==> config.mk <==
export PLATFORM = sky130hd
export DESIGN_NAME = bec_mul
export DESIGN_NICKNAME = d
export VERILOG_FILES = /design/src/rtl/bec_pkg.sv /design/src/rtl/bec_mul.sv
export SDC_FILE = /design/constraint.sdc
export NUM_CORES = 2
export LEC_CHECK = 0
export BUFFER_PORTS_ARGS = -buffer_cell sky130_fd_sc_hd__buf_2
export CAP_MARGIN = 20
export CORE_UTILIZATION = 60
export CTS_CLUSTER_DIAMETER = 200
export DETAILED_ROUTE_END_ITERATION = 16
export PLACE_DENSITY = 0.73
export SLEW_MARGIN = 10
export SYNTH_ARGS = -nofsm -noshare
export SYNTH_HDL_FRONTEND = slang
export SYNTH_SLANG_ARGS = --single-unit
==> constraint.sdc <==
create_clock -name clk -period 19 [get_ports clk]
set_input_delay 3.8 -clock clk [delete_from_list [all_inputs] [get_ports clk]]
set_output_delay 3.8 -clock clk [all_outputs]
set_load 0.03 [all_outputs]
==> src/rtl/bec_pkg.sv <==
`timescale 1ns / 1ps
// ----------------------------------------------------------------------------
// bec_pkg
// Shared types, constants and helper functions for the Bezier envelope
// compressor: register map, micro-op codes, step table and saturation.
// ----------------------------------------------------------------------------
package bec_pkg;

    // default parameter values
    localparam int SAMPLE_BITS_DEF    = 24;
    localparam int COEF_FRAC_BITS_DEF = 28;

    // internal signal format: signed, 24 fraction bits
    localparam int IFRAC = 24;
    localparam int XW    = 26;   // sample in internal format

    // shared multiplier
    localparam int OPND_W = 33;
    localparam int PROD_W = 2 * OPND_W;
    localparam int WIDE_W = PROD_W + 2;

    localparam logic signed [WIDE_W-1:0] SAT_HI = WIDE_W'(64'sd2147483647);
    localparam logic signed [WIDE_W-1:0] SAT_LO = ~SAT_HI;

    // configuration port
    localparam int CFG_IDX_W  = 3;
    localparam int CFG_DATA_W = 32;

    typedef enum logic [CFG_IDX_W-1:0] {
        REG_THRESH_GAIN   = 3'd0,
        REG_INV_THRESH    = 3'd1,
        REG_CEILING_SCALE = 3'd2,
        REG_PERIOD_STEPS  = 3'd3,
        REG_STEP_FRACTION = 3'd4,
        REG_X_STEP        = 3'd5,
        REG_RELEASE_STEP  = 3'd6,
        REG_DRY_MIX       = 3'd7
    } reg_idx_t;

    typedef struct packed {
        logic [30:0] thresh_gain;
        logic [29:0] inv_thresh;
        logic [29:0] ceiling_scale;
        logic [19:0] period_steps;
        logic [31:0] step_fraction;
        logic [31:0] x_step;
        logic [31:0] release_step;
        logic [28:0] dry_mix;
    } cfg_t;

    localparam logic [30:0] THRESH_GAIN_RST   = 31'd542910710;
    localparam logic [29:0] INV_THRESH_RST    = 30'd132725000;
    localparam logic [29:0] CEILING_SCALE_RST = 30'd235928000;
    localparam logic [19:0] PERIOD_STEPS_RST  = 20'd1000;
    localparam logic [31:0] STEP_FRACTION_RST = 32'd4294967;
    localparam logic [31:0] X_STEP_RST        = 32'd4290677;
    localparam logic [31:0] RELEASE_STEP_RST  = 32'd4295;
    localparam logic [28:0] DRY_MIX_RST       = 29'd0;

    // multiplier operations; the name tells where the product goes
    typedef enum logic [4:0] {
        OP_NONE,
        OP_T,      // x * gain
        OP_CEIL,   // ceiling_scale * gain
        OP_S,      // t * inv_thresh
        OP_T1A,    // x * dry
        OP_T2A,    // s * (1 - dry)
        OP_ACC,    // floor * step_fraction
        OP_WA,     // X * X
        OP_WC,     // u * u
        OP_WB,     // 2 * u * X
        OP_LC,     // oldest * wc
        OP_LB,     // middle * wb
        OP_LA,     // newest * wa
        OP_F1,     // gain * (1 - dry)
        OP_T2B,    // t2 * gain
        OP_T1B,    // t1 * f1
        OP_T2C     // t2 * thresh_gain
    } op_t;

    typedef enum logic [1:0] {
        ACT_NONE,
        ACT_FLOOR,
        ACT_GAIN
    } act_t;

    typedef struct packed {
        op_t  iss;
        act_t act;
    } uop_t;

    typedef struct packed {
        op_t  iss;      // operation issued to the multiplier this cycle
        op_t  wb;       // operation whose product is written back this cycle
        act_t act;      // non-multiply update this cycle
        logic accept;   // input transaction this cycle
        logic finish;   // result loaded into the output register
    } ctl_t;

    localparam int               STEP_W    = 5;
    localparam logic [STEP_W-1:0] LAST_STEP = 5'd20;

    // Step table. A product issued at step k is written back at k+1, so a
    // dependent operation is issued at k+2 or later.
    function automatic uop_t step_uop(input logic [STEP_W-1:0] step);
        uop_t u;
        u.iss = OP_NONE;
        u.act = ACT_NONE;
        case (step)
            5'd0:  u.iss = OP_T;
            5'd1:  u.iss = OP_CEIL;
            5'd2:  u.iss = OP_S;
            5'd3:  u.iss = OP_T1A;
            5'd4:
            begin
                u.iss = OP_T2A;
                u.act = ACT_FLOOR;
            end
            5'd5:  u.iss = OP_ACC;
            5'd7:  u.iss = OP_WA;
            5'd8:  u.iss = OP_WC;
            5'd9:  u.iss = OP_WB;
            5'd10: u.iss = OP_LC;
            5'd11: u.iss = OP_LB;
            5'd12: u.iss = OP_LA;
            5'd14: u.act = ACT_GAIN;
            5'd15: u.iss = OP_F1;
            5'd16: u.iss = OP_T2B;
            5'd17: u.iss = OP_T1B;
            5'd18: u.iss = OP_T2C;
            default: ;
        endcase
        return u;
    endfunction

    function automatic logic signed [31:0] sat32(input logic signed [WIDE_W-1:0] v);
        logic signed [31:0] r;
        if (v > SAT_HI)
            r = 32'sh7FFFFFFF;
        else if (v < SAT_LO)
            r = 32'sh80000000;
        else
            r = v[31:0];
        return r;
    endfunction

endpackage

==> src/rtl/bec_mul.sv <==
`timescale 1ns / 1ps
// ----------------------------------------------------------------------------
// bec_mul
// Shared signed 33x33 multiplier with a registered product.
// ----------------------------------------------------------------------------
module bec_mul
    import bec_pkg::*;
(
    input  logic                     clk,
    input  logic                     en,
    input  logic signed [OPND_W-1:0] a,
    input  logic signed [OPND_W-1:0] b,
    output logic signed [PROD_W-1:0] p
);

    logic signed [PROD_W-1:0] p_reg;

    always_ff @(posedge clk)
    begin
        if (en)
            p_reg <= PROD_W'(a) * PROD_W'(b);
    end

    assign p = p_reg;

endmodule

==> results.md <==
* Die span in y at around 260 um
* Detail Placement HPWL at between 80 and 90 mm
* Main area contributors after synthesis: fa_1 (55%), inv_1 (10%), and2_1 (8.5%)
* Top-area cell type share of the netlist area at between 50% and 60%
* Clock tree buffer depth at 2
* GRT Residual Overflow at 0
* Warnings, synthesis at 0
* Initial antenna violation count at 6
* IO buf count at about 130
* Core ar. at 0.0678 mm2
* Post-Synthesis Cells at about 4,300
* Drt first pass iters at 7
* Max Cap Viol at 0
* Cts hold-fix bufs at 0
* # nets final at between 5,000 and 6,000
* Ports at about 130
* Synthesized net count at between 5,000 and 6,000
* Compound-Gate Fraction of Synth Area at 4.00%
* Worst rel slew slack at between 30% and 40%
* Placed Instances at 5,133
* Post-CTS sizing at 0
* Clock slew at reported path FFs at 0.06 ns
* Post-synthesis mux area share at 0%
* ANT nets after route at 0
* Library cells used by synthesis at 80
* Clk Tree Root Cell: clkbuf_16
* # setup viols final at 0
* Main combinational cell family by area after synthesis: adder cells
* Yosys top cell by area: fa_1
* Outcome: finished, final reports clean
* Filler cells at 5,666
* Most frequent cells in the layout: fa_1 (1,145), inv_1 (1,131), and2_1 (562), nand2_1 (551), ha_1 (217)
* Mapped Avg Cell Area at around 9.5 um2
* DR iter-0 viols at between 1,500 and 2,000
* RePlAce Congestion at 0.964
* Share of cells above drive strength 1 at 4.63%
* Fin. max-slew vios at 0
* Area Growth Syn to Fin at 3.16%
* H-tree depth at 3
* Hold Path Class: input port to flip-flop
* Final number of hold-violating endpoints at 0
* Most common cell after layout, fill and taps aside: fa_1
* CP Class: input port to flip-flop
* Post-Synth XOR/XNOR Area at between 1 and 1.5%
* Initial core utilization at between 60% and 70%
* Rows at 95
* FMAX at between 0.08 and 0.09 GHz
* Worst endpoint required time at between 15 and 20 ns
* Hold WS at between 3 and 4 ns
* Primary FF master, synth: edfxtp_1
* Crit path max fanout at 33
* Detailed Route WL at 108 mm
* Fin crit period at about 12 ns
* Cts bufs inserted at 9
* Tot GR Track Use at 32.9%
* First-pass GRT wire length at about 170 mm
* RSZ-0062 raised after global routing: false
* Routed via count at ~29,000
* Die ar. at approximately 0.070 mm2
* Slew @ Worst Pin at 0.954 ns
* Crit path DAT at ~12 ns
* Final core occ at between 60% and 70%
* Post-CTS setup buffers at 0
* Number of synthesized flops with an enable pin at 66
* FFs w/ async S/R, synth at 0%
* Die W at 265 um
* TritonCTS clock tree: yes
* Critical path startpoint category: input port
* Drt via density at 5.65
* Final setup TNS at 0 ns
* Setup crit end kind: flip-flop
* Simple-gate share of the synthesized area at between 10% and 20%
* Part of the cycle the worst path needs at 61.3%
* Post-synthesis adder-cell area fraction at 61.9%
* Non-Filler Instances at around 5,000
* Clk sinks at between 60 and 70
* Post-synthesis sequential area ratio at 4.79%
* DRC violations left at 0
* WL/cell at between 20 and 25 um
* Synthesized area at 0.0414 mm2
* #FFs+latches synth at 66
* Max FFs per register at 66
* Largest net degree at the start of global routing at between 50 and 60
* Vias in the first global route at between 30,000 and 40,000
==> Yosys cell counts, drive strengths merged (7+ instances only) <==
cell	n
inv	1131
buf	13
nor3	7
a31oi	9
ha	217
and2	563
nand4	12
o21ai	33
fa	1145
a21o	38
nand2b	12
a211oi	11
clkbuf	208
xor2	25
nand3	26
o21bai	11
nor2	68
o31ai	7
nand2	551
a21oi	61
edfxtp	66
xnor2	43
==> per-stage QoR <==
step                instance area [um2]  worst slack, ns
finish                            42700             7.35
global route                      42700             6.87
CTS                               42700             7.34
detailed placement                42400             6.95
global placement                  42400             7.05
floorplan                         41400             7.83
==> kinds of logic (layout without fill, tap and decap cells) <==
group,count (synthesis),count (layout)
compound gates,219,219
buf+inv,1352,1292
fa+ha+maj,1362,1362
simple gates,1271,1271
other cells,0,3
flops,66,66
xor+xnor,68,68
==> path summary, 6_finish.rpt <==
check / startpoint / to / slack, ns / depth (start not counted)
setup / recovery: b[9] / p[62] / 7.35 / 21
hold / removal: en / p[65] / 3.77 / 1
==> worst max-delay path: stages <==
cell and delay (ns):
buf_2 0.66, nand2_1 0.28, fa_1 0.69, fa_1 0.44, fa_1 0.57, inv_1 0.07
fa_1 1.14, fa_1 0.58, fa_1 0.51, fa_1 0.51, inv_1 0.05, fa_1 0.47
inv_1 0.04, ha_1 0.42, a21o_1 0.23, a21o_1 0.16, a21oi_1 0.25, nor2b_1 0.10
o21ai_0 0.19, nor4b_1 0.42, a211oi_2 0.13
==> metal layers <==
layer / track usage (%) / up-vias / wire, um
met3: 3.68 / 364 / 5730
met1: 38.2 / 15401 / 37500
li1: - / 12263 / -
met4: 22.2 / 4 / 8380
met2: 57.5 / 1081 / 56700
met5: 0 / - / 33
==> area by class of cell <==
class / instances / area [um2] / area share (%)
clock inverter: 7 / 60.1 / 0.141
antenna: 3 / 7.51 / 0.0176
inverter: 1131 / 4250 / 9.94
sequential: 66 / 1980 / 4.64
tap: 873 / 1090 / 2.56
timing repair buffer: 145 / 773 / 1.81
clock buffer: 9 / 225 / 0.527
multi-input combinational: 2920 / 34300 / 80.4
Power is left out: the tool's default activity adds up to more than one toggle a clock period on the data nets, which glitch-free logic cannot reach.
