===== config.mk =====
export PLATFORM = sky130hd
export DESIGN_NAME = bec_cfg_regs
export DESIGN_NICKNAME = d
export VERILOG_FILES = /design/src/rtl/bec_pkg.sv /design/src/rtl/bec_cfg_regs.sv
export SDC_FILE = /design/constraint.sdc
export NUM_CORES = 1
export LEC_CHECK = 0
export BUFFER_PORTS_ARGS = -buffer_cell sky130_fd_sc_hd__buf_2
export CORE_MARGIN = 2
export CORE_UTILIZATION = 55
export DETAILED_ROUTE_END_ITERATION = 10
export PLACE_DENSITY = 0.95
export RECOVER_POWER = 100
export SYNTH_ARGS = -nofsm -noshare
export SYNTH_HDL_FRONTEND = slang
export SYNTH_SLANG_ARGS = --single-unit

===== constraint.sdc =====
create_clock -name clk -period 1.2 [get_ports clk]
set_input_delay 0.36 -clock clk [delete_from_list [all_inputs] [get_ports clk]]
set_output_delay 0.36 -clock clk [all_outputs]
set_load 0.01 [all_outputs]

===== src/rtl/bec_pkg.sv =====
`timescale 1ns / 1ps
// ----------------------------------------------------------------------------
// bec_pkg
// Shared types, constants and helper functions for the Bezier envelope
// compressor: register map, micro-op codes, step table and saturation.
// ----------------------------------------------------------------------------
package bec_pkg;

    // default parameter values
    localparam int SAMPLE_BITS_DEF    = 24;
    localparam int COEF_FRAC_BITS_DEF = 28;

    // internal signal format: signed, 24 fraction bits
    localparam int IFRAC = 24;
    localparam int XW    = 26;   // sample in internal format

    // shared multiplier
    localparam int OPND_W = 33;
    localparam int PROD_W = 2 * OPND_W;
    localparam int WIDE_W = PROD_W + 2;

    localparam logic signed [WIDE_W-1:0] SAT_HI = WIDE_W'(64'sd2147483647);
    localparam logic signed [WIDE_W-1:0] SAT_LO = ~SAT_HI;

    // configuration port
    localparam int CFG_IDX_W  = 3;
    localparam int CFG_DATA_W = 32;

    typedef enum logic [CFG_IDX_W-1:0] {
        REG_THRESH_GAIN   = 3'd0,
        REG_INV_THRESH    = 3'd1,
        REG_CEILING_SCALE = 3'd2,
        REG_PERIOD_STEPS  = 3'd3,
        REG_STEP_FRACTION = 3'd4,
        REG_X_STEP        = 3'd5,
        REG_RELEASE_STEP  = 3'd6,
        REG_DRY_MIX       = 3'd7
    } reg_idx_t;

    typedef struct packed {
        logic [30:0] thresh_gain;
        logic [29:0] inv_thresh;
        logic [29:0] ceiling_scale;
        logic [19:0] period_steps;
        logic [31:0] step_fraction;
        logic [31:0] x_step;
        logic [31:0] release_step;
        logic [28:0] dry_mix;
    } cfg_t;

    localparam logic [30:0] THRESH_GAIN_RST   = 31'd542910710;
    localparam logic [29:0] INV_THRESH_RST    = 30'd132725000;
    localparam logic [29:0] CEILING_SCALE_RST = 30'd235928000;
    localparam logic [19:0] PERIOD_STEPS_RST  = 20'd1000;
    localparam logic [31:0] STEP_FRACTION_RST = 32'd4294967;
    localparam logic [31:0] X_STEP_RST        = 32'd4290677;
    localparam logic [31:0] RELEASE_STEP_RST  = 32'd4295;
    localparam logic [28:0] DRY_MIX_RST       = 29'd0;

    // multiplier operations; the name tells where the product goes
    typedef enum logic [4:0] {
        OP_NONE,
        OP_T,      // x * gain
        OP_CEIL,   // ceiling_scale * gain
        OP_S,      // t * inv_thresh
        OP_T1A,    // x * dry
        OP_T2A,    // s * (1 - dry)
        OP_ACC,    // floor * step_fraction
        OP_WA,     // X * X
        OP_WC,     // u * u
        OP_WB,     // 2 * u * X
        OP_LC,     // oldest * wc
        OP_LB,     // middle * wb
        OP_LA,     // newest * wa
        OP_F1,     // gain * (1 - dry)
        OP_T2B,    // t2 * gain
        OP_T1B,    // t1 * f1
        OP_T2C     // t2 * thresh_gain
    } op_t;

    typedef enum logic [1:0] {
        ACT_NONE,
        ACT_FLOOR,
        ACT_GAIN
    } act_t;

    typedef struct packed {
        op_t  iss;
        act_t act;
    } uop_t;

    typedef struct packed {
        op_t  iss;      // operation issued to the multiplier this cycle
        op_t  wb;       // operation whose product is written back this cycle
        act_t act;      // non-multiply update this cycle
        logic accept;   // input transaction this cycle
        logic finish;   // result loaded into the output register
    } ctl_t;

    localparam int               STEP_W    = 5;
    localparam logic [STEP_W-1:0] LAST_STEP = 5'd20;

    // Step table. A product issued at step k is written back at k+1, so a
    // dependent operation is issued at k+2 or later.
    function automatic uop_t step_uop(input logic [STEP_W-1:0] step);
        uop_t u;
        u.iss = OP_NONE;
        u.act = ACT_NONE;
        case (step)
            5'd0:  u.iss = OP_T;
            5'd1:  u.iss = OP_CEIL;
            5'd2:  u.iss = OP_S;
            5'd3:  u.iss = OP_T1A;
            5'd4:
            begin
                u.iss = OP_T2A;
                u.act = ACT_FLOOR;
            end
            5'd5:  u.iss = OP_ACC;
            5'd7:  u.iss = OP_WA;
            5'd8:  u.iss = OP_WC;
            5'd9:  u.iss = OP_WB;
            5'd10: u.iss = OP_LC;
            5'd11: u.iss = OP_LB;
            5'd12: u.iss = OP_LA;
            5'd14: u.act = ACT_GAIN;
            5'd15: u.iss = OP_F1;
            5'd16: u.iss = OP_T2B;
            5'd17: u.iss = OP_T1B;
            5'd18: u.iss = OP_T2C;
            default: ;
        endcase
        return u;
    endfunction

    function automatic logic signed [31:0] sat32(input logic signed [WIDE_W-1:0] v);
        logic signed [31:0] r;
        if (v > SAT_HI)
            r = 32'sh7FFFFFFF;
        else if (v < SAT_LO)
            r = 32'sh80000000;
        else
            r = v[31:0];
        return r;
    endfunction

endpackage


===== src/rtl/bec_cfg_regs.sv =====
`timescale 1ns / 1ps
// ----------------------------------------------------------------------------
// bec_cfg_regs
// Configuration register file, write-only, indexed by register number.
// ----------------------------------------------------------------------------
module bec_cfg_regs
    import bec_pkg::*;
(
    input  logic                  clk,
    input  logic                  rst_n,
    input  logic                  cfg_write,
    input  logic [CFG_IDX_W-1:0]  cfg_index,
    input  logic [CFG_DATA_W-1:0] cfg_data,
    output cfg_t                  cfg
);

    cfg_t cfg_reg;

    always_ff @(posedge clk or negedge rst_n)
    begin
        if (!rst_n)
        begin
            cfg_reg.thresh_gain   <= THRESH_GAIN_RST;
            cfg_reg.inv_thresh    <= INV_THRESH_RST;
            cfg_reg.ceiling_scale <= CEILING_SCALE_RST;
            cfg_reg.period_steps  <= PERIOD_STEPS_RST;
            cfg_reg.step_fraction <= STEP_FRACTION_RST;
            cfg_reg.x_step        <= X_STEP_RST;
            cfg_reg.release_step  <= RELEASE_STEP_RST;
            cfg_reg.dry_mix       <= DRY_MIX_RST;
        end
        else if (cfg_write)
        begin
            case (reg_idx_t'(cfg_index))
                REG_THRESH_GAIN:   cfg_reg.thresh_gain   <= cfg_data[30:0];
                REG_INV_THRESH:    cfg_reg.inv_thresh    <= cfg_data[29:0];
                REG_CEILING_SCALE: cfg_reg.ceiling_scale <= cfg_data[29:0];
                REG_PERIOD_STEPS:  cfg_reg.period_steps  <= cfg_data[19:0];
                REG_STEP_FRACTION: cfg_reg.step_fraction <= cfg_data;
                REG_X_STEP:        cfg_reg.x_step        <= cfg_data;
                REG_RELEASE_STEP:  cfg_reg.release_step  <= cfg_data;
                REG_DRY_MIX:       cfg_reg.dry_mix       <= cfg_data[28:0];
                default: ;
            endcase
        end
    end

    assign cfg = cfg_reg;

endmodule


==> results.json <==
{
  "outcome": "finished, violations left",
  "violations": "negative setup slack",
  "critPathMaxFanout": 2,
  "yosysMostFrequentCell": "mux2_2",
  "critPathLaunchType": "flip-flop",
  "finClkSkew_ps": 0,
  "ys_async_sr_fraction_pct": 100,
  "vias_per_cell": 5.87,
  "slew_viol_final": 0,
  "die_w_um": 132,
  "ys_warn_count": 0,
  "end_kind": "primary output",
  "gp_congestion": 0.813,
  "critical_path_buf_inv_count": 1,
  "htreeDepth": 1,
  "worst_pin_slew_ps": 710,
  "multi_input_area_mm2": 0.00323,
  "numCtsBuffers": 25,
  "antenna_cells": 0,
  "grt_max_degree": 56,
  "dpl-instance-area_mm2": 0.0113,
  "ant_nets": 0,
  "synth_area_mm2": 0.00904,
  "synthXorXnorAreaFrac_pct": 0,
  "grt_pass1_wl_um": 45200,
  "relSlewSlack_pct": 52.7,
  "fin_setup_tns_ps": -72000,
  "final_nets": 1033,
  "synth_compound_area_share_pct": 0,
  "synth_edf_count": 0,
  "grt_antenna_before_repair": 0,
  "period_needed_ps": 1580,
  "groute.usage.overall_pct": 34.0,
  "finalNonFillerCells": 1229,
  "yosys-top-cells-count": "mux2_2 (165), dfrtp_1 (162), dfstp_2 (74), mux2_1 (41), mux2_4 (30)",
  "synthDistinctLibCells": 13,
  "clock_latency_ps": 520,
  "io_pins": 274,
  "crit_chain": "buf_6",
  "io_buffer_count": 273,
  "critPathKind": "reg -> out",
  "postSynthCellCount": 508,
  "drc_errors": 0,
  "fmax_ghz": 0.631,
  "cp.required_ps": 840,
  "rsz0062_at_grt": "true",
  "setup_violations": 468,
  "cp_top_family": "flip-flops",
  "clk_pin_slew_worst_paths_ps": 70,
  "wl_per_cell_um": 30.3,
  "wirelength_um": 37200,
  "p_leak_nw": 7.09,
  "final-seq-area_mm2": 0.00600,
  "placementRows": 46,
  "gr-total-overflow": 0,
  "min_period_over_period_pct": 132,
  "synth_top_family_by_area": "multiplexers",
  "synth_area_leaders": "dfrtp_1 (45%), dfstp_2 (22%), mux2_2 (21%), mux2_1 (5.1%), mux2_4 (5.0%)",
  "synth-seq-area-share_pct": 66.3,
  "cts_tree": "built",
  "die_area_mm2": 0.0175,
  "syn_area_per_cell_um2": 17.8,
  "cp_data_arrival_time_ps": 1220,
  "synth_fa_ha_area_share_pct": 0,
  "ys_ff_latch": 236,
  "ir_worst_vdd_uv": 2770,
  "die_h_um": 132,
  "synth-simple-area-share_pct": 1.01,
  "vias": 7210,
  "max-cap-violations": 0,
  "slowest_delay_ps": 570,
  "largest_register_ffs": 236,
  "setup_slack_ps": -384,
  "synth-main-ff-cell": "dfrtp_1",
  "dr.pass1.iters": 5,
  "design_area_mm2": 0.0144,
  "slowest_stage": "dfstp_2",
  "drive_above_1_share_pct": 80.1,
  "dp_hpwl_um": 15700,
  "nFillCells": 581,
  "drt_iter0_markers": 570,
  "initial_core_util_pct": 56.5,
  "yosys.area.top_type": "dfrtp_1",
  "synth_top_area_share_pct": 44.8,
  "area_growth_pct": 59.5,
  "design.core.area_mm2": 0.0160,
  "clock-sinks": 236,
  "grt_pass1_vias": 7198,
  "cts.path.max_buffers": 3,
  "synthMuxAreaShare_pct": 30.6,
  "power_density_mw_per_mm2": 2090,
  "numPlacedInstances": 994,
  "hold_violations": 0,
  "hold_class": "in -> reg",
  "synth_fp_nets": 546,
  "clock-root-buffer": "clkbuf_16"
}
## per-layer routing
| metal | vias to the layer above | track usage [%] | routed length, µm |
|---|---|---|---|
| met1 | 3711 | 38.6 | 12400 |
| met3 | 199 | 7.57 | 2940 |
| met4 | 0 | 16.2 | 2940 |
| met5 | - | 0 | 0 |
| li1 | 2769 | - | - |
| met2 | 531 | 61.1 | 18900 |
## cells by family after synthesis
kind of cell / count (synthesis)
buf+inv: 28
flops: 236
mux: 236
simple gates: 8
## where the power goes
part / internal (W) / switching, W
logic: 0.00596 / 0.00397
clock network: 0.00518 / 0.00338
registers: 0.0101 / 0.00157
total: 0.0213 / 0.00892
## timing repair
action / in CTS / in global routing
gates cloned: 0 / 2
buffers inserted: 96 / 91
endpoints found under the setup margin: 236 / 259
pin swaps: 0 / 1
hold endpoints to repair: 134 / 0
gates resized for setup: 125 / 66
hold buffers: 1 / 0
## worst paths after layout
kind,startpoint,end,slack [ps],cells after the start
worst max-delay path,cfg[94]$_DFFE_PN1P_,cfg[94],-380,1
worst min-delay path,cfg_data[31],cfg[124]$_DFFE_PN0P_,130,2
worst max register to register,cfg[202]$_DFFE_PN0P_,cfg[202]$_DFFE_PN0P_,70,3
worst min register to register,cfg[49]$_DFFE_PN0P_,cfg[49]$_DFFE_PN0P_,510,1
max in group asynchronous,rst_n,cfg[77]$_DFFE_PN1P_,-60,3
min in group asynchronous,rst_n,cfg[2]$_DFFE_PN0P_,430,2
## placed cells by master, fill, tap and decap left out, types with 3 or more instances in the layout
master	instances
buf_12	7
buf_2	120
buf_4	194
buf_6	153
bufinv_16	5
clkbuf_1	8
clkbuf_16	26
clkbuf_2	5
clkbuf_4	4
clkbuf_8	4
clkinv_2	3
dfrtp_1	162
dfstp_2	74
mux2_1	25
mux2_2	87
mux2_4	124
nand4b_1	3
## layout make-up
| type | instances | area share (%) |
|---|---|---|
| sequential | 236 | 41.6 |
| clock inverter | 9 | 1.22 |
| timing repair buffer | 488 | 28.0 |
| clock buffer | 36 | 4.90 |
| multi-input combinational | 244 | 22.4 |
| tap | 216 | 1.87 |
## per-stage QoR
| step | power (W) | utilization [%] | worst slack [ps] | hold slack [ps] |
|---|---|---|---|---|
| 2_1_floorplan | 0.0143 | - | -292 | 64.4 |
| 3_3_place_gp | 0.0167 | 70.6 | -431 | 211 |
| 3_5_place_dp | 0.0171 | 70.6 | -468 | 206 |
| 4_1_cts | 0.0275 | 85.0 | -336 | 145 |
| 5_1_grt | 0.0309 | 90.2 | -387 | 129 |
| 6_report | 0.0302 | 90.2 | -384 | 132 |
Note: power is estimated with default switching activity, not from simulation.
