$ cat src/rtl/bec_pkg.sv
`timescale 1ns / 1ps
// ----------------------------------------------------------------------------
// bec_pkg
// Shared types, constants and helper functions for the Bezier envelope
// compressor: register map, micro-op codes, step table and saturation.
// ----------------------------------------------------------------------------
package bec_pkg;

    // default parameter values
    localparam int SAMPLE_BITS_DEF    = 24;
    localparam int COEF_FRAC_BITS_DEF = 28;

    // internal signal format: signed, 24 fraction bits
    localparam int IFRAC = 24;
    localparam int XW    = 26;   // sample in internal format

    // shared multiplier
    localparam int OPND_W = 33;
    localparam int PROD_W = 2 * OPND_W;
    localparam int WIDE_W = PROD_W + 2;

    localparam logic signed [WIDE_W-1:0] SAT_HI = WIDE_W'(64'sd2147483647);
    localparam logic signed [WIDE_W-1:0] SAT_LO = ~SAT_HI;

    // configuration port
    localparam int CFG_IDX_W  = 3;
    localparam int CFG_DATA_W = 32;

    typedef enum logic [CFG_IDX_W-1:0] {
        REG_THRESH_GAIN   = 3'd0,
        REG_INV_THRESH    = 3'd1,
        REG_CEILING_SCALE = 3'd2,
        REG_PERIOD_STEPS  = 3'd3,
        REG_STEP_FRACTION = 3'd4,
        REG_X_STEP        = 3'd5,
        REG_RELEASE_STEP  = 3'd6,
        REG_DRY_MIX       = 3'd7
    } reg_idx_t;

    typedef struct packed {
        logic [30:0] thresh_gain;
        logic [29:0] inv_thresh;
        logic [29:0] ceiling_scale;
        logic [19:0] period_steps;
        logic [31:0] step_fraction;
        logic [31:0] x_step;
        logic [31:0] release_step;
        logic [28:0] dry_mix;
    } cfg_t;

    localparam logic [30:0] THRESH_GAIN_RST   = 31'd542910710;
    localparam logic [29:0] INV_THRESH_RST    = 30'd132725000;
    localparam logic [29:0] CEILING_SCALE_RST = 30'd235928000;
    localparam logic [19:0] PERIOD_STEPS_RST  = 20'd1000;
    localparam logic [31:0] STEP_FRACTION_RST = 32'd4294967;
    localparam logic [31:0] X_STEP_RST        = 32'd4290677;
    localparam logic [31:0] RELEASE_STEP_RST  = 32'd4295;
    localparam logic [28:0] DRY_MIX_RST       = 29'd0;

    // multiplier operations; the name tells where the product goes
    typedef enum logic [4:0] {
        OP_NONE,
        OP_T,      // x * gain
        OP_CEIL,   // ceiling_scale * gain
        OP_S,      // t * inv_thresh
        OP_T1A,    // x * dry
        OP_T2A,    // s * (1 - dry)
        OP_ACC,    // floor * step_fraction
        OP_WA,     // X * X
        OP_WC,     // u * u
        OP_WB,     // 2 * u * X
        OP_LC,     // oldest * wc
        OP_LB,     // middle * wb
        OP_LA,     // newest * wa
        OP_F1,     // gain * (1 - dry)
        OP_T2B,    // t2 * gain
        OP_T1B,    // t1 * f1
        OP_T2C     // t2 * thresh_gain
    } op_t;

    typedef enum logic [1:0] {
        ACT_NONE,
        ACT_FLOOR,
        ACT_GAIN
    } act_t;

    typedef struct packed {
        op_t  iss;
        act_t act;
    } uop_t;

    typedef struct packed {
        op_t  iss;      // operation issued to the multiplier this cycle
        op_t  wb;       // operation whose product is written back this cycle
        act_t act;      // non-multiply update this cycle
        logic accept;   // input transaction this cycle
        logic finish;   // result loaded into the output register
    } ctl_t;

    localparam int               STEP_W    = 5;
    localparam logic [STEP_W-1:0] LAST_STEP = 5'd20;

    // Step table. A product issued at step k is written back at k+1, so a
    // dependent operation is issued at k+2 or later.
    function automatic uop_t step_uop(input logic [STEP_W-1:0] step);
        uop_t u;
        u.iss = OP_NONE;
        u.act = ACT_NONE;
        case (step)
            5'd0:  u.iss = OP_T;
            5'd1:  u.iss = OP_CEIL;
            5'd2:  u.iss = OP_S;
            5'd3:  u.iss = OP_T1A;
            5'd4:
            begin
                u.iss = OP_T2A;
                u.act = ACT_FLOOR;
            end
            5'd5:  u.iss = OP_ACC;
            5'd7:  u.iss = OP_WA;
            5'd8:  u.iss = OP_WC;
            5'd9:  u.iss = OP_WB;
            5'd10: u.iss = OP_LC;
            5'd11: u.iss = OP_LB;
            5'd12: u.iss = OP_LA;
            5'd14: u.act = ACT_GAIN;
            5'd15: u.iss = OP_F1;
            5'd16: u.iss = OP_T2B;
            5'd17: u.iss = OP_T1B;
            5'd18: u.iss = OP_T2C;
            default: ;
        endcase
        return u;
    endfunction

    function automatic logic signed [31:0] sat32(input logic signed [WIDE_W-1:0] v);
        logic signed [31:0] r;
        if (v > SAT_HI)
            r = 32'sh7FFFFFFF;
        else if (v < SAT_LO)
            r = 32'sh80000000;
        else
            r = v[31:0];
        return r;
    endfunction

endpackage

$ cat src/rtl/bec_seq.sv
`timescale 1ns / 1ps
// ----------------------------------------------------------------------------
// bec_seq
// Sequencer: handshakes, step counter, micro-op issue and write-back.
// ----------------------------------------------------------------------------
module bec_seq
    import bec_pkg::*;
(
    input  logic clk,
    input  logic rst_n,
    input  logic in_valid,
    output logic in_ready,
    output logic out_valid,
    input  logic out_ready,
    output ctl_t ctl
);

    typedef enum logic [1:0] {
        ST_IDLE = 2'b01,
        ST_RUN  = 2'b10
    } state_t;

    state_t            state_reg, state_next;
    logic [STEP_W-1:0] step_reg, step_next;
    op_t               wb_reg;
    logic              out_valid_reg, out_valid_next;
    uop_t              uop;
    logic              running;
    logic              slot_free;

    assign uop       = step_uop(step_reg);
    assign running   = (state_reg == ST_RUN);
    assign slot_free = !out_valid_reg || out_ready;

    always_comb
    begin
        ctl.iss    = running ? uop.iss : OP_NONE;
        ctl.act    = running ? uop.act : ACT_NONE;
        ctl.wb     = wb_reg;
        ctl.accept = (state_reg == ST_IDLE) && in_valid;
        ctl.finish = running && (step_reg == LAST_STEP) && slot_free;
    end

    always_comb
    begin
        state_next = state_reg;
        step_next  = step_reg;
        case (state_reg)
            ST_IDLE:
            begin
                if (in_valid)
                begin
                    state_next = ST_RUN;
                    step_next  = '0;
                end
            end
            ST_RUN:
            begin
                if (step_reg != LAST_STEP)
                    step_next = step_reg + STEP_W'(1);
                else if (slot_free)
                    state_next = ST_IDLE;
            end
            default:
            begin
                state_next = ST_IDLE;
            end
        endcase
    end

    // output slot: loaded on finish, emptied when the result is taken
    always_comb
    begin
        out_valid_next = out_valid_reg;
        if (ctl.finish)
            out_valid_next = 1'b1;
        else if (out_ready)
            out_valid_next = 1'b0;
    end

    always_ff @(posedge clk or negedge rst_n)
    begin
        if (!rst_n)
        begin
            state_reg     <= ST_IDLE;
            step_reg      <= '0;
            wb_reg        <= OP_NONE;
            out_valid_reg <= 1'b0;
        end
        else
        begin
            state_reg     <= state_next;
            step_reg      <= step_next;
            wb_reg        <= ctl.iss;
            out_valid_reg <= out_valid_next;
        end
    end

    assign in_ready  = (state_reg == ST_IDLE);
    assign out_valid = out_valid_reg;

endmodule

$ cat config.mk
export PLATFORM = sky130hd
export DESIGN_NAME = bec_seq
export DESIGN_NICKNAME = d
export VERILOG_FILES = /design/src/rtl/bec_pkg.sv /design/src/rtl/bec_seq.sv
export SDC_FILE = /design/constraint.sdc
export NUM_CORES = 1
export LEC_CHECK = 0
export ABC_AREA = 1
export BUFFER_PORTS_ARGS = -buffer_cell sky130_fd_sc_hd__clkbuf_2
export CORE_MARGIN = 8
export CORE_UTILIZATION = 40
export DETAILED_ROUTE_END_ITERATION = 12
export PLACE_DENSITY = 0.71
export SYNTH_ARGS = -nofsm -noshare
export SYNTH_HDL_FRONTEND = slang
export SYNTH_SLANG_ARGS = --single-unit
$ cat constraint.sdc
create_clock -name clk -period 3.9 [get_ports clk]
set_clock_uncertainty 0.15 [all_clocks]
set_input_delay 0.78 -clock clk [delete_from_list [all_inputs] [get_ports clk]]
set_output_delay 0.78 -clock clk [all_outputs]
set_load 0.05 [all_outputs]
==> flow_metrics.tcl <==
set metrics [dict create \
    synth_flop_cell "dfrtp_1" \
    ys.warnings.count 0 \
    cts_hold_buf 0 \
    worstSetupStartpointType "flip-flop" \
    placed_area_sq_um 975.9 \
    finalCriticalPeriod_ns 2.934 \
    p_leak_nw 0.5837 \
    clkPwrFrac_pct 17.4 \
    criticalPathCategory "flip-flop to output pin" \
    max-slew-margin-rel_pct 74.47 \
    path_cells "ha_1, inv_1, nor2_1, ha_1, inv_1, nand2_1, nor2_1, a21oi_1, clkbuf_2" \
    status "finished clean" \
    dp_hpwl_um 1517 \
    worstMarginPinSlew_ns 0.3820 \
    avgSynthCellArea_sq_um 6.997 \
    syn-instance-count 125 \
    synth_top_area_share_pct 34.33 \
    finalSetupTns_ns 0 \
    die_w_um 62.76 \
    drive_gt1_share_pct 22.92 \
    place.gp.congestion 0.8943 \
    maxCapViolCount 0 \
    p_int_w 0.0002561 \
    ant_nets 0 \
    critPathArrivalTime_ns 2.00 \
    syn-num-nets 134 \
    start_util_pct 40.71 \
    post_cts.repair.setup_buffers 0 \
    layout.area.seq_sq_um 326.6 \
    numCtsBuffers 3 \
    fillers 217 \
    pwr_density_cell_mw_per_mm2 496.9 \
    antennaDiodeCount 0 \
    die_area_sq_mm 0.003939 \
    netlist_area_sq_um 874.6 \
    p_sw_share_pct 48.57 \
    gr-total-overflow 0 \
    rsz0062_at_grt "false" \
    async_flop_share_pct 100.0 \
    synthDistinctLibCells 22 \
    finalCritPeriodShare_pct 75.22 \
    wl_um 1929 \
    nNetsFinal 154 \
    root_buffer "clkbuf_4" \
    clk_latency_ns 0.28 \
    p_comb_share_pct 47.9 \
    ir_worst_vdd_mv 0.4600 \
    fmax_ghz 0.3409 \
    synth_common_cells "nand2_1, nor2_1, inv_1" \
    drt_first_iter_violations 18 \
    num_rows 17 \
    grt_usage_pct 10.26 \
    slowest_delay_ns 0.42 \
    antenna_found_initial 0 \
    yosysMostFrequentCell "nand2_1" \
    htree_levels 1 \
    pwr-share-seq_pct 34.6 \
    hold_viol 0 \
    portBuffers 19 \
    path_clk_slew_ns 0.09 \
    firstDrtPassIters 4 \
    areaGrowthSynthToFinish_pct 14.59 \
    switchingPower_w 0.0002419 \
    drv_slew 0 \
    ios 20 \
    critPathCaptureType "output pin" \
    grt_pass1_wl_um 3339 \
    min_path_type "primary input to asynchronous set/reset pin" \
    vias_per_cell 4.576 \
    grt_pass1_vias 755 \
    synth-seq-cells 13 \
    synth_area_leaders "dfrtp_1, nand2_1, nor2_1" \
    synth_top_area_cell "dfrtp_1" \
    post_drt_wl_per_cell_um 11.22 \
    required_ns 2.97 \
    drc 0 \
    clockBufferDepth 2 \
    post-route-util_pct 46.65 \
    die_height_um 62.76 \
    cts_sinks 13 \
    vias 787 \
    multiInputGateArea_sq_um 440.4 \
    synth_edf_count 0 \
    cts_resized 0 \
    cp_max_fo 5 \
    grt_max_degree 14 \
    critPathSlowestCell "dfrtp_1" \
    design_area_sq_mm 0.001002 \
    cts_tree "done" \
    yosysSeqAreaShare_pct 37.34 \
    coreArea_sq_mm 0.002148 \
    finalSetupViolCount 0 \
]
final timing paths:
check / start / endpoint / slack [ns] / depth (start not counted)
max in group asynchronous: rst_n / state_reg[0]$_DFFE_PN1P_ / 3.07 / 1
max reg2reg: step_reg[0]$_DFFE_PN0P_ / step_reg[2]$_DFFE_PN0P_ / 2.22 / 9
min in group clk: out_valid$_DFFE_PN0P_ / out_valid$_DFFE_PN0P_ / 0.46 / 4
max: step_reg[0]$_DFFE_PN0P_ / ctl[9] / 0.97 / 9
min: rst_n / wb_reg[0]$_DFF_PN0_ / 0.23 / 1
min reg2reg: out_valid$_DFFE_PN0P_ / out_valid$_DFFE_PN0P_ / 0.46 / 4
layer usage:
layer	vias up	GRT usage [%]	part of all wire, %
met2	17	17.34	48
met5	-	0	0
li1	418	-	-
met4	0	4.558	0.73
met3	2	3.584	4.7
met1	350	11.30	47
stage by stage:
stage | worst slack (ns) | std cells | total power, W | hold slack (ns)
floorplan | 1.119 | 125 | 0.0003643 | 0.3344
global placement | 1.340 | 168 | 0.0004109 | 0.4475
detailed placement | 1.252 | 168 | 0.0004142 | 0.4506
CTS | 0.9306 | 172 | 0.0005060 | 0.2450
global route | 0.7499 | 172 | 0.0005347 | 0.2533
finish | 0.9663 | 172 | 0.0004980 | 0.2315
cell usage in the layout (no fill, tap or decap):
cell      synthesis  routed
a21oi_1           3       3
clkbuf_1          0       1
clkbuf_2          0      19
clkbuf_4          0       3
dfrtp_1          12      12
dfstp_2           1       1
ha_1              5       5
inv_1            18      18
inv_2             3       3
nand2_1          31      31
nand2_2           3       3
nand3_1           6       6
nand4_1           2       2
nor2_1           22      22
nor2_2            1       1
nor2_4            2       2
nor3_1            1       1
nor3_2            1       1
o211ai_1          2       2
o21ai_0           3       3
o21ai_1           4       4
xor2_1            1       1
power groups by stage:
stage | Combinational [W] | Clock (W) | Sequential [W]
2_1_floorplan | 0.000178 | 0 | 0.000187
3_3_place_gp | 0.000237 | 0 | 0.000174
3_5_place_dp | 0.000239 | 0 | 0.000175
4_1_cts | 0.000240 | 0.0000932 | 0.000172
5_1_grt | 0.000265 | 0.0000961 | 0.000174
6_report | 0.000239 | 0.0000868 | 0.000172
kinds of logic after synthesis:
logic type | Yosys count | share of synthesized area [%]
XOR/XNOR | 1 | 1.002
AND/OR/NAND/NOR | 69 | 34.76
AO/OA/AOI/OAI | 12 | 7.438
adder cells (fa/ha/maj) | 5 | 7.153
flip-flops | 13 | 37.34
buffers and inverters | 25 | 12.30
critical path: cells and delay by family (launching register included):
family / cells / cell delay (ns)
AND/OR/NAND/NOR: 3 / 0.25
AO/OA/AOI/OAI: 1 / 0.20
buffers and inverters: 3 / 0.43
flip-flops: 1 / 0.42
adder cells (fa/ha/maj): 2 / 0.42
final cells by class:
| cell class | instances | area share [%] |
|---|---|---|
| clock buffers | 4 | 2.622 |
| inverters | 21 | 7.865 |
| multi-input cells | 87 | 43.95 |
| flip-flops and latches | 13 | 32.58 |
| well taps | 28 | 3.496 |
| repair buffers | 19 | 9.488 |
Power figures use the tool's default switching activity.
